$ cat config.mk
export PLATFORM = sky130hd
export DESIGN_NAME = stx_etx_frame_checker_unit
export DESIGN_NICKNAME = d
export VERILOG_FILES = /design/src/sefc_pkg.sv /design/src/stx_etx_frame_checker_unit.sv
export SDC_FILE = /design/constraint.sdc
export NUM_CORES = 1
export LEC_CHECK = 0
export ABC_AREA = 1
export BUFFER_PORTS_ARGS = -buffer_cell sky130_fd_sc_hd__buf_2
export CAP_MARGIN = 5
export CORE_AREA = 2 2 98 100
export DETAILED_ROUTE_END_ITERATION = 8
export DIE_AREA = 0 0 100 102
export GPL_TIMING_DRIVEN = 1
export PLACE_DENSITY = 0.58
export REMOVE_ABC_BUFFERS = 1
export SLEW_MARGIN = 40
export SYNTH_ARGS = -nofsm -noshare
export SYNTH_HDL_FRONTEND = slang
export SYNTH_SLANG_ARGS = --single-unit
$ cat constraint.sdc
create_clock -name clock -period 6.03 [get_ports clock]
set_input_delay 0.603 -clock clock [delete_from_list [all_inputs] [get_ports clock]]
set_output_delay 0.603 -clock clock [all_outputs]
set_load 0.005 [all_outputs]
$ cat src/sefc_pkg.sv
// sefc_pkg: shared types, constants and the hex decode for the frame checker
// no dependencies; imported by stx_etx_frame_checker_unit
package sefc_pkg;

   localparam logic [7:0] FRAME_START   = 8'h01;
   localparam logic [7:0] FRAME_END     = 8'h04;
   localparam logic [8:0] FRAME_MIN_LEN = 9'd6;
   localparam logic [8:0] COUNT_SAT     = 9'd511;

   localparam logic [2:0] ERR_OK        = 3'd0;
   localparam logic [2:0] ERR_SHORT     = 3'd1;
   localparam logic [2:0] ERR_START     = 3'd2;
   localparam logic [2:0] ERR_END       = 3'd3;
   localparam logic [2:0] ERR_CHECKSUM  = 3'd4;
   localparam logic [2:0] ERR_LONG      = 3'd5;

   typedef struct packed {
      logic [7:0] data_byte;
      logic       last_byte;
   } req_payload_type;

   typedef struct packed {
      logic       frame_ok;
      logic [2:0] error_code;
      logic [7:0] packet_type;
   } rsp_payload_type;

   typedef struct packed {
      logic       valid;
      logic [3:0] nibble;
   } hex_digit_type;

   function automatic hex_digit_type hex_decode(input logic [7:0] c);
      hex_digit_type d;
      d.valid  = 1'b1;
      d.nibble = 4'd0;
      if (c >= 8'h30 && c <= 8'h39) begin
         d.nibble = 4'(c - 8'h30);
      end else if (c >= 8'h41 && c <= 8'h46) begin
         d.nibble = 4'(c - 8'h37);
      end else if (c >= 8'h61 && c <= 8'h66) begin
         d.nibble = 4'(c - 8'h57);
      end else begin
         d.valid  = 1'b0;
      end
      return d;
   endfunction

endpackage

$ cat src/stx_etx_frame_checker_unit.sv
// result: registered, so it reaches rsp in the cycle after the transfer of a frame's last byte
// throughput: one byte per cycle unless a held result stalls req_ready; the per-frame state and
// the result register update in the same cycle, and the result register frees while being read
// reset: synchronous, active high; clears the frame state and drops rsp_valid
// stx_etx_frame_checker_unit: top level, byte-serial frame check; uses sefc_pkg
module stx_etx_frame_checker_unit
   import sefc_pkg::*;
#(
   parameter int MAX_FRAME_LEN = 255
) (
   input  logic            clock,
   input  logic            reset,
   input  logic            req_valid,
   output logic            req_ready,
   input  req_payload_type req_payload,
   output logic            rsp_valid,
   input  logic            rsp_ready,
   output rsp_payload_type rsp_payload
);

   localparam logic [8:0] MAX_LEN = 9'(MAX_FRAME_LEN);

   logic [8:0]      byte_count_ff, byte_count_in;
   logic [7:0]      running_xor_ff, running_xor_in;
   logic [7:0]      held_old_ff, held_old_in;
   logic [7:0]      held_new_ff, held_new_in;
   logic            start_ok_ff, start_ok_in;
   logic [7:0]      type_high_ff, type_high_in;
   logic [7:0]      type_low_ff, type_low_in;
   logic            rsp_valid_ff, rsp_valid_in;
   rsp_payload_type rsp_payload_ff, rsp_payload_in;

   logic            req_fire;
   logic [7:0]      b;
   logic            last;
   hex_digit_type   sum_hi, sum_lo, typ_hi, typ_lo;
   logic [2:0]      code;

   assign req_ready   = !rsp_valid_ff || rsp_ready;
   assign req_fire    = req_valid && req_ready;
   assign rsp_valid   = rsp_valid_ff;
   assign rsp_payload = rsp_payload_ff;
   assign b           = req_payload.data_byte;
   assign last        = req_payload.last_byte;

   always_comb begin
      // bytes taken in this same transfer count too
      start_ok_in  = (byte_count_ff == 9'd0) ? (b == FRAME_START) : start_ok_ff;
      type_high_in = (byte_count_ff == 9'd1) ? b : type_high_ff;
      type_low_in  = (byte_count_ff == 9'd2) ? b : type_low_ff;

      sum_hi = hex_decode(held_old_ff);
      sum_lo = hex_decode(held_new_ff);
      typ_hi = hex_decode(type_high_in);
      typ_lo = hex_decode(type_low_in);

      if (byte_count_ff < FRAME_MIN_LEN - 9'd1) begin
         code = ERR_SHORT;
      end else if (byte_count_ff >= MAX_LEN) begin
         code = ERR_LONG;
      end else if (!start_ok_in) begin
         code = ERR_START;
      end else if (b != FRAME_END) begin
         code = ERR_END;
      end else if (!sum_hi.valid || !sum_lo.valid ||
                   {sum_hi.nibble, sum_lo.nibble} != running_xor_ff) begin
         code = ERR_CHECKSUM;
      end else begin
         code = ERR_OK;
      end

      rsp_payload_in.frame_ok    = (code == ERR_OK);
      rsp_payload_in.error_code  = code;
      rsp_payload_in.packet_type = {typ_hi.valid ? typ_hi.nibble : 4'd0,
                                    typ_lo.valid ? typ_lo.nibble : 4'd0};

      byte_count_in  = byte_count_ff;
      running_xor_in = running_xor_ff;
      held_old_in    = held_old_ff;
      held_new_in    = held_new_ff;
      rsp_valid_in   = rsp_valid_ff && !rsp_ready;

      if (req_fire) begin
         if (last) begin
            byte_count_in  = 9'd0;
            running_xor_in = 8'd0;
            held_old_in    = 8'd0;
            held_new_in    = 8'd0;
            start_ok_in    = 1'b0;
            type_high_in   = 8'd0;
            type_low_in    = 8'd0;
            rsp_valid_in   = 1'b1;
         end else begin
            // the xor trails the input by two bytes
            if (byte_count_ff >= 9'd2) begin
               running_xor_in = running_xor_ff ^ held_old_ff;
            end
            held_old_in = held_new_ff;
            held_new_in = b;
            if (byte_count_ff != COUNT_SAT) begin
               byte_count_in = byte_count_ff + 9'd1;
            end
         end
      end else begin
         start_ok_in  = start_ok_ff;
         type_high_in = type_high_ff;
         type_low_in  = type_low_ff;
      end
   end

   always_ff @(posedge clock) begin
      if (reset) begin
         byte_count_ff  <= 9'd0;
         running_xor_ff <= 8'd0;
         held_old_ff    <= 8'd0;
         held_new_ff    <= 8'd0;
         start_ok_ff    <= 1'b0;
         type_high_ff   <= 8'd0;
         type_low_ff    <= 8'd0;
         rsp_valid_ff   <= 1'b0;
      end else begin
         byte_count_ff  <= byte_count_in;
         running_xor_ff <= running_xor_in;
         held_old_ff    <= held_old_in;
         held_new_ff    <= held_new_in;
         start_ok_ff    <= start_ok_in;
         type_high_ff   <= type_high_in;
         type_low_ff    <= type_low_in;
         rsp_valid_ff   <= rsp_valid_in;
      end
   end

   always_ff @(posedge clock) begin
      if (req_fire && last) begin
         rsp_payload_ff <= rsp_payload_in;
      end
   end

   a_last_gives_result: assert property (@(posedge clock) disable iff (reset)
      req_fire && last |=> rsp_valid_ff && byte_count_ff == 9'd0)
      else $error("last byte transfer did not yield a result and clear the frame");

   a_ok_matches_code: assert property (@(posedge clock) disable iff (reset)
      rsp_valid_ff |-> rsp_payload_ff.frame_ok == (rsp_payload_ff.error_code == ERR_OK))
      else $error("frame_ok disagrees with error_code");

   a_code_range: assert property (@(posedge clock) disable iff (reset)
      rsp_valid_ff |-> rsp_payload_ff.error_code <= ERR_LONG)
      else $error("error_code out of range");

   a_count_step: assert property (@(posedge clock) disable iff (reset)
      req_fire && !last && byte_count_ff != COUNT_SAT
      |=> byte_count_ff == $past(byte_count_ff) + 9'd1)
      else $error("byte count did not advance");

   a_idle_holds_state: assert property (@(posedge clock) disable iff (reset)
      !req_fire |=> $stable(byte_count_ff) && $stable(running_xor_ff))
      else $error("frame state changed without a transfer");

endmodule

==> Word level (Yosys, flattened, before mapping) <==
Index checks and enable logic that the tools add are counted.
{ "totals": {"reg_bits": 63, "latch_bits": 0, "mem_bits_rw": 0, "romBits": 0, "inputBits": 13, "memories": 0} }
{ "op_classes": {"add_sub_neg": 13, "n_mul": 0, "n_div": 0, "order_cmp": 27, "eq_ne": 6, "shifts": 0, "n_mux": 43, "n_bitwise": 1, "reduce_logical": 28} }
{ "op_table": {"columns": ["op", "count"], "rows": [
  ["$ge 8x7->1 const B", 8],
  ["$le 8x7->1 const B", 8],
  ["$mux 8", 8],
  ["$mux 4", 12],
  ["$ge 8x6->1 const B", 4],
  ["$le 8x6->1 const B", 4],
  ["$sub 4x3->4 const B", 8],
  ["$mux 9", 2],
  ["$mux 1", 16],
  ["$sub 4x1->4 const B", 4],
  ["$logic_and 1x1->1", 15],
  ["$mux 3", 5],
  ["$add 9x1->9 const B", 1],
  ["$eq 9x1->1 const B", 1],
  ["$eq 9x2->1 const B", 1],
  ["$ge 9x2->1 const B", 1],
  ["$ge 9x8->1 const B", 1],
  ["$logic_not 9->1", 1],
  ["$lt 9x3->1 const B", 1],
  ["$ne 9x9->1 const B", 1],
  ["$eq 8x1->1 const B", 1],
  ["$ne 8x3->1 const B", 1],
  ["$ne 8x8->1", 1],
  ["$xor 8x8->8", 1],
  ["other kinds (5)", 12]
]} }

==> Longest topological paths before layout <==
Gate-level depths: netlist (run 1).
{ "depth": {"ltp_word": 14, "depth_mapped": 16, "ltp_nobuf": 16} }

==> Worst setup path before layout (run 1) <==
No wires, ideal clock.
{ "synth_path": {"path_type": "register to register", "from": "register byte_count_ff[0]", "to": "register rsp_payload_ff, in the netlist rsp_payload[0] (data pin)", "setup_time_ns": 0.256, "arrival_ns": 1.950, "required_ns": 5.774, "path_slack_ns": 3.825, "path_stages_with_launch": 15, "n_path_buf": 0, "period_less_slack_ns": 2.205, "path_cell_list": "dfxtp_1 -> inv_1 -> ha_1 -> nand2_2 -> nor2_8 -> inv_4 -> o21ai_1 -> inv_1 -> ha_1 -> o21ai_1 -> nand2_1 -> nand3_2 -> inv_2 -> nor2_1 -> nor2_1"} }
{ "synth_between": {"elab_chain_len": 7} }
{ "synth_lines": {"columns": ["element", "line_no", "source"], "rows": [
  ["start: declaration", "stx_etx_frame_checker_unit.sv:23", "logic [8:0] byte_count_ff, byte_count_in;"],
  ["start signal: assignment", "stx_etx_frame_checker_unit.sv:122", "byte_count_ff <= byte_count_in;"],
  ["$eq 9x2->1 (*)", "stx_etx_frame_checker_unit.sv:50", "type_low_in = (byte_count_ff == 9'd2) ? b : type_low_ff;"],
  ["$mux 8 (*)", "stx_etx_frame_checker_unit.sv:50", null],
  ["$ge 8x7->1 / $le 8x7->1 (equally long branches)", "sefc_pkg.sv:41", "end else if (c >= 8'h61 && c <= 8'h66) begin"],
  ["$logic_and 1x1->1", "sefc_pkg.sv:41", null],
  ["$mux 4 / $mux 1 (equally long branches)", "sefc_pkg.sv:41", null],
  ["$mux 4 / $mux 1 (equally long branches)", "sefc_pkg.sv:39", "end else if (c >= 8'h41 && c <= 8'h46) begin"],
  ["$mux 4 / $mux 1 (equally long branches)", "sefc_pkg.sv:37", "if (c >= 8'h30 && c <= 8'h39) begin"],
  ["end signal: assignment", "stx_etx_frame_checker_unit.sv:135", "rsp_payload_ff <= rsp_payload_in;"],
  ["end: declaration", "stx_etx_frame_checker_unit.sv:31", "rsp_payload_type rsp_payload_ff, rsp_payload_in;"]
]} }
Mark *: on every way between the ends. The rest lies on a longest branch, timed or not.
A chain may end at the register's enable or synchronous reset.

==> Final worst setup path (run 1) <==
{ "layout_path": {"from": "register byte_count_ff[1]", "to": "register byte_count_ff[7]"} }
{ "layout_between": {"elab_chain_len": 3} }
{ "layout_lines": {"columns": ["element", "line_no"], "rows": [
  ["$add 9x1->9 / $ne 9x9->1 (equally long branches)", "stx_etx_frame_checker_unit.sv:101, stx_etx_frame_checker_unit.sv:100"],
  ["$mux 9 / $reduce_bool 2->1 (equally long branches)", null],
  ["$mux 9 / $reduce_and 2->1 (equally long branches)", null]
]} }
Several ways; a longest one is shown, not always the timed one. The select of a mux whose other input is x is not followed.

==> impl_metrics.env, run 1 <==
export IMPL_hpwl_mm=6.36
export IMPL_fp_dieArea_um2=10200
export IMPL_hold_buffers=0
export IMPL_worstPathCellList="ha_1 -> nand2_1 -> nor2_1 -> inv_1 -> nor3_1 -> ha_1 -> nor2_1 -> nor2_1 -> inv_1 -> nand4_1 -> o21ai_0 -> o211ai_1 -> inv_1"
export IMPL_hold_path_class="reg2reg"
export IMPL_grt_start_max_net_pins=40
export IMPL_synth_top_family_by_area="simple AND/OR/NAND/NOR gates"
export IMPL_synth_seq_area_share=0.373
export IMPL_hold_viol=0
export IMPL_p_sw_frac=0.268
export IMPL_leakagePower_uw=0.00176
export IMPL_ios=27
export IMPL_post_drt_wl_per_cell_um=12.7
export IMPL_grt_pass1_vias=3292
export IMPL_clock_path_buffers=2
export IMPL_numCtsBuffers=9
export IMPL_critical_path_endpoint_type="flop"
export IMPL_p_per_area_nw_per_um2=214
export IMPL_p_clk_frac=0.398
export IMPL_cp_required_ns=6.26
export IMPL_synth_xor_area_share=0.00237
export IMPL_outcome="complete, no violations"
export IMPL_critical_path_arrival_ns=2.79
export IMPL_layout_drive_gt1_share=0.104
export IMPL_yosys_top_cells_area="dfxtp_1, nand2_1, edfxtp_1"
export IMPL_fin_crit_sh=0.425
export IMPL_max_stage_delay_ns=0.40
export IMPL_r2r_end="byte_count_ff[7]"
export IMPL_core_um2=9110
export IMPL_synthAdderAreaFrac=0.0609
export IMPL_cts_root_buf="clkbuf_8"
export IMPL_initial_core_util=0.406
export IMPL_yosys_area_share_simple=0.332
export IMPL_critPathMaxFanout=7
export IMPL_vias_per_cell=5.02
export IMPL_hold_slack_ns=0.466
export IMPL_r2r_cells=13
export IMPL_yosysTopAreaCell="dfxtp_1"
export IMPL_syn_avg_cell_area_um2=6.71
export IMPL_post_place_cells=679
export IMPL_report_final_slew_viol_count=0
export IMPL_synth_warning_count=0
export IMPL_r2r_setup_slack_ns=3.47
export IMPL_clock_latency_ns=0.34
export IMPL_synth_compound_area_frac=0.139
export IMPL_setup_tns_ns=0
export IMPL_synthMuxAreaShare=0
export IMPL_num_antenna_cells=0
export IMPL_crit_path_start_kind="flop"
export IMPL_synth_cell_types=37
export IMPL_nNetsFinal=610
export IMPL_numPortBuffers=26
export IMPL_syn_area_um2=3700
export IMPL_grt_overflow_total=0
export IMPL_ys_ff_latch=63
export IMPL_ctsResizeCount=0
export IMPL_power_share_sequential=0.500
export IMPL_gp_congestion=0.807
export IMPL_antenna_found_initial=0
export IMPL_final_cell_count_no_fill=695
export IMPL_hp_start="start_ok_ff"
export IMPL_relSlewSlack=0.526
export IMPL_clock_skew_ns=0.00792
export IMPL_clk_pin_slew_ns=0.06
export IMPL_worst_pin_slew_ns=0.710
export IMPL_comb_power_share=0.102
export IMPL_finalCriticalPeriod_ns=2.56
export IMPL_maxCapViolCount=0
export IMPL_rsz0062_at_grt="no"
export IMPL_r2r_start="byte_count_ff[1]"
export IMPL_grt_pass1_wl_mm=15.0
export IMPL_die_h_um=102
export IMPL_grt_use_total=0.184
export IMPL_cts_tree="built"
export IMPL_post_cts_buffers=0
export IMPL_holdPathStages=2
export IMPL_htreeDepth=3
export IMPL_max_vdd_ir_drop_v=0.0000925
export IMPL_setup_viol=0
export IMPL_power_switching_uw=237
export IMPL_vias=3488
export IMPL_drt_pre_antenna_iters=4
export IMPL_area_growth_pct=11.7
export IMPL_power_uw=885
export IMPL_cpMaxStageDelayCell="dfxtp_1"
export IMPL_drc=0
export IMPL_fmax_mhz=391
export IMPL_initialDrtViolationCount=112
export IMPL_rows=35
export IMPL_n_fill_cell=966
export IMPL_cts_sinks=63
export IMPL_postRouteAntennaNets=0
export IMPL_whs_endpoint="start_ok_ff"
export IMPL_syn_inst=551
export IMPL_critPathKind="reg2reg"
export IMPL_die_x_um=100
export IMPL_wirelength_mm=8.81
export IMPL_internal_power_uw=648
export IMPL_yosys_area_top_type_share=0.276
-- stage by stage --
stage	util	instance area, um2	worst slack [ns]
finish	0.454	4130	3.47
global route	0.454	4130	3.16
CTS	0.454	4130	3.49
detailed placement	0.433	3950	3.49
global placement	0.433	3950	3.49
floorplan	-	3650	3.22
-- area by class of cell --
| cell class | instances | area (um2) | area share |
|---|---|---|---|
| Timing Repair Buffer | 29 | 153 | 0.0369 |
| Clock inverter | 3 | 15.0 | 0.00363 |
| Inverter | 78 | 295 | 0.0715 |
| Clock buffer | 13 | 170 | 0.0412 |
| Sequential cell | 63 | 1380 | 0.334 |
| Tap cell | 111 | 139 | 0.0336 |
| Multi-Input combinational cell | 398 | 1980 | 0.479 |
-- worst max path at each step --
stage                        to             start  slack, ns  cells past startpoint
3_3_place_gp   byte_count_ff[7]  byte_count_ff[1]       3.49                     13
3_5_place_dp     rsp_payload[6]  byte_count_ff[5]       3.49                     12
5_1_grt          rsp_payload[6]  byte_count_ff[5]       3.16                     12
6_report       byte_count_ff[7]  byte_count_ff[1]       3.47                     13
2_1_floorplan  byte_count_ff[7]         rsp_ready       3.22                     10
4_1_cts          rsp_payload[6]  byte_count_ff[5]       3.49                     12
-- cells in the final DEF, fill, tap and decap left out, types with 15 or more instances in the layout --
cell	n
buf_2	26
nand2_1	175
dfxtp_1	51
nor2_1	40
ha_1	18
inv_1	75
nand3_1	32
o21ai_1	15
o21ai_0	18
a21oi_1	49
-- sequential cells by signal, indices dropped and copies added (netlist names) --
name,cells
running_xor_ff,8
rsp_payload,12
rsp_valid,1
byte_count_ff,9
type_low_ff,8
type_high_ff,8
held_new_ff,8
held_old_ff,8
start_ok_ff,1
-- power by group through the flow --
stage	Clock (uW)	Combinational [uW]	Sequential (uW)
5_1_grt	380	103	444
6_report	352	90.1	443
4_1_cts	361	90.5	443
3_3_place_gp	0	89.1	452
2_1_floorplan	0	55.9	451
3_5_place_dp	0	90.1	452
-- kinds of logic (layout without fill, tap and decap cells) --
group | count (synthesis) | after routing
buffers and inverters | 90 | 123
xor gates and xnor gates | 1 | 1
AOI/OAI and AO/OA | 96 | 96
DFF | 63 | 63
and+or+nand+nor | 283 | 283
adders and majority gates | 18 | 18
-- cell usage after synthesis (all sizes together) --
cell type,number
nor4,2
ha,18
a21oi,50
nand4,12
o21a,4
nor3,11
o21ai,34
o211ai,1
inv,78
or2,1
a221oi,1
clkbuf,10
dfxtp,51
xor2,1
nor2,44
nand2,177
buf,2
a311oi,1
a31oi,5
nand3,34
edfxtp,12
nand3b,1
and2,1
-- routing by layer --
| metal | GRT usage | wire length (um) |
|---|---|---|
| met4 | 0.0695 | 116 |
| met2 | 0.306 | 4080 |
| met1 | 0.242 | 4350 |
| met5 | 0 | 0 |
| met3 | 0.0315 | 259 |
-- critical path, delay by kind of cell (launching register included) --
| kind | cells | cell delay, ns |
|---|---|---|
| simple gates | 6 | 1.17 |
| fa+ha+maj | 2 | 0.41 |
| flops | 1 | 0.40 |
| buf+inv | 3 | 0.31 |
| compound gates | 2 | 0.18 |
Power figures use the tool's default switching activity.
==> run 2, diff against run 1 <==
PLACE_DENSITY = 0.61   (was 0.58)
clock period = 2.14 ns   (was 6.03 ns; I/O delays follow)
==> run 2 against run 1 <==
Sequential share of layout area decreased by 4.4 points. Clock power rose to 3.2 times the previous value. First-iteration DRC count rose by 46%. Worst hold slack worse by 0.31 ns. Critical path depth did not move. Via count increased by 6.2%. Power rose to 3.1 times the previous value. Worst setup slack got worse by 3.4 ns. Flip-flop and latch count unchanged. Wire length rose by 9.8%. Largest power group unchanged. Combinational power rose to 3.8 times the previous value. Clock skew up 0.0026 ns.
==> impl_metrics.env, run 2 (synthesized netlist as in run 1, its figures left out) <==
export IMPL_hold_buffers=0
export IMPL_hpwl_mm=6.79
export IMPL_cts_root_buf="clkbuf_8"
export IMPL_numPortBuffers=26
export IMPL_numCtsBuffers=9
export IMPL_layout_common_cells="nand2_1, inv_1, a21oi_1, buf_4, dfxtp_1"
export IMPL_postRouteAntennaNets=0
export IMPL_htreeDepth=3
export IMPL_grt_use_total=0.191
export IMPL_power_switching_uw=696
export IMPL_internal_power_uw=2030
export IMPL_post_drt_wl_per_cell_um=13.0
export IMPL_comb_power_share=0.125
export IMPL_max_vdd_ir_drop_v=0.000350
export IMPL_hold_viol=0
export IMPL_cp_top_family="simple AND/OR/NAND/NOR gates"
export IMPL_outcome="complete, no violations"
export IMPL_die_x_um=100
export IMPL_drc=0
export IMPL_worst_pin_slew_ns=0.487
export IMPL_core_um2=9110
export IMPL_ios=27
export IMPL_maxCapViolCount=0
export IMPL_final_cell_area_um2=4790
export IMPL_nNetsFinal=659
export IMPL_power_share_sequential=0.457
export IMPL_initialDrtViolationCount=163
export IMPL_max_stage_delay_ns=0.34
export IMPL_finalCriticalPeriod_ns=2.09
export IMPL_pre_cts_slack_ns=-0.155
export IMPL_critical_path_arrival_ns=2.19
export IMPL_grt_pass1_vias=3369
export IMPL_dpl_cell_area_um2=4230
export IMPL_critical_path_endpoint_type="flop"
export IMPL_critPathMaxFanout=7
export IMPL_wirelength_mm=9.67
export IMPL_antenna_found_initial=0
export IMPL_fmax_mhz=478
export IMPL_clock_latency_ns=0.35
export IMPL_critPathKind="reg2reg"
export IMPL_p_per_area_nw_per_um2=569
export IMPL_num_antenna_cells=0
export IMPL_rsz0062_at_grt="yes"
export IMPL_setup_tns_ns=0
export IMPL_crit_path_start_kind="flop"
export IMPL_initial_core_util=0.406
export IMPL_clk_pin_slew_ns=0.07
export IMPL_area_growth_pct=29.5
export IMPL_cts_sinks=63
export IMPL_grt_overflow_total=0
export IMPL_gp_congestion=0.946
export IMPL_fin_crit_sh=0.978
export IMPL_crit_buf_inv=3
export IMPL_cp_required_ns=2.24
export IMPL_cpMaxStageDelayCell="dfxtp_2"
export IMPL_grt_start_max_net_pins=36
export IMPL_drt_pre_antenna_iters=5
export IMPL_relSlewSlack=0.672
export IMPL_setup_ws_ns=0.0478
export IMPL_hold_path_class="in2reg"
export IMPL_grt_pass1_wl_mm=15.5
export IMPL_report_final_slew_viol_count=0
export IMPL_clock_path_buffers=2
export IMPL_worstPathCellList="inv_1 -> ha_1 -> nand2_2 -> nor2_8 -> inv_4 -> o21ai_4 -> inv_2 -> ha_2 -> o21ai_2 -> nand2_2 -> nand3_4 -> xor2_1 -> nor2_1"
export IMPL_largest_reg_flops=12
export IMPL_rows=35
export IMPL_leakagePower_uw=0.00208
export IMPL_layout_drive_gt1_share=0.246
export IMPL_vias=3703
export IMPL_die_h_um=102
export IMPL_clock_skew_ns=0.0105
export IMPL_p_clk_frac=0.418
export IMPL_fp_dieArea_um2=10200
export IMPL_cts_tree="built"
export IMPL_cpMostUsedCell="nand2_2"
export IMPL_setup_viol=0
export IMPL_layout_commonest_cell="nand2_1"
export IMPL_vias_per_cell=4.98
export IMPL_p_sw_frac=0.255
run 2: cell types whose count changed in the layout (fill, tap and decap cells not counted), moves of 4 or more:
cell	change
buf_4	+45
nand2_1	-13
o21ai_0	-6
nand2_2	+12
buf_6	+4
dfxtp_2	+4
dfxtp_1	-5
ha_1	-5
o21ai_2	+6
run 2: metal layers:
metal | share of wire | vias to the layer above | GRT usage
met4 | 0.011 | 0 | 0.0485
met2 | 0.49 | 68 | 0.331
met5 | 0 | - | 0
met3 | 0.037 | 11 | 0.0465
met1 | 0.47 | 1689 | 0.242
li1 | - | 1935 | -
run 2: final cells by class:
class	instances	area, um2
Sequential cell	63	1390
Inverter	78	298
Fill cell	889	4320
Multi-Input combinational cell	398	2210
Tap cell	111	139
Clock inverter	2	35.0
Timing Repair Buffer	78	536
Clock buffer	14	184
run 2: what timing repair did:
action,4_1_cts,5_1_grt
setup endpoints to repair,10,14
pin swaps,6,22
gates resized for setup,10,62
buffers inserted,5,6
run 2: power by group through the flow:
| stage | logic [uW] | clock network [uW] | registers [uW] |
|---|---|---|---|
| 5_1_grt | 377 | 1220 | 1250 |
| 6_report | 340 | 1140 | 1250 |
| 4_1_cts | 297 | 1160 | 1250 |
| 3_5_place_dp | 289 | 0 | 1270 |
| 2_1_floorplan | 158 | 0 | 1270 |
| 3_3_place_gp | 284 | 0 | 1270 |
run 2: final timing paths:
check	start	end	slack, ns	cells past startpoint
hold reg to reg	type_high_ff[6]	type_high_ff[6]	0.46	2
setup reg to reg	byte_count_ff[0]	rsp_payload[0]	0.05	13
hold / removal	req_payload[5]	held_new_ff[4]	0.16	3
setup / recovery	byte_count_ff[0]	rsp_payload[0]	0.05	13
run 2: per-stage QoR:
step / cells / total power (uW) / hold slack [ns] / utilization
after floorplan: 539 / 1430 / 0.283 / -
after global placement: 717 / 1560 / 0.445 / 0.465
after detailed placement: 717 / 1560 / 0.453 / 0.465
after global routing: 744 / 2840 / 0.162 / 0.526
final: 744 / 2730 / 0.160 / 0.526
after CTS: 738 / 2700 / 0.149 / 0.497
run 2: worst min-delay path: stages:
cell and delay [ns]:
buf_2 0.12, nand2_1 0.06, a21oi_1 0.06
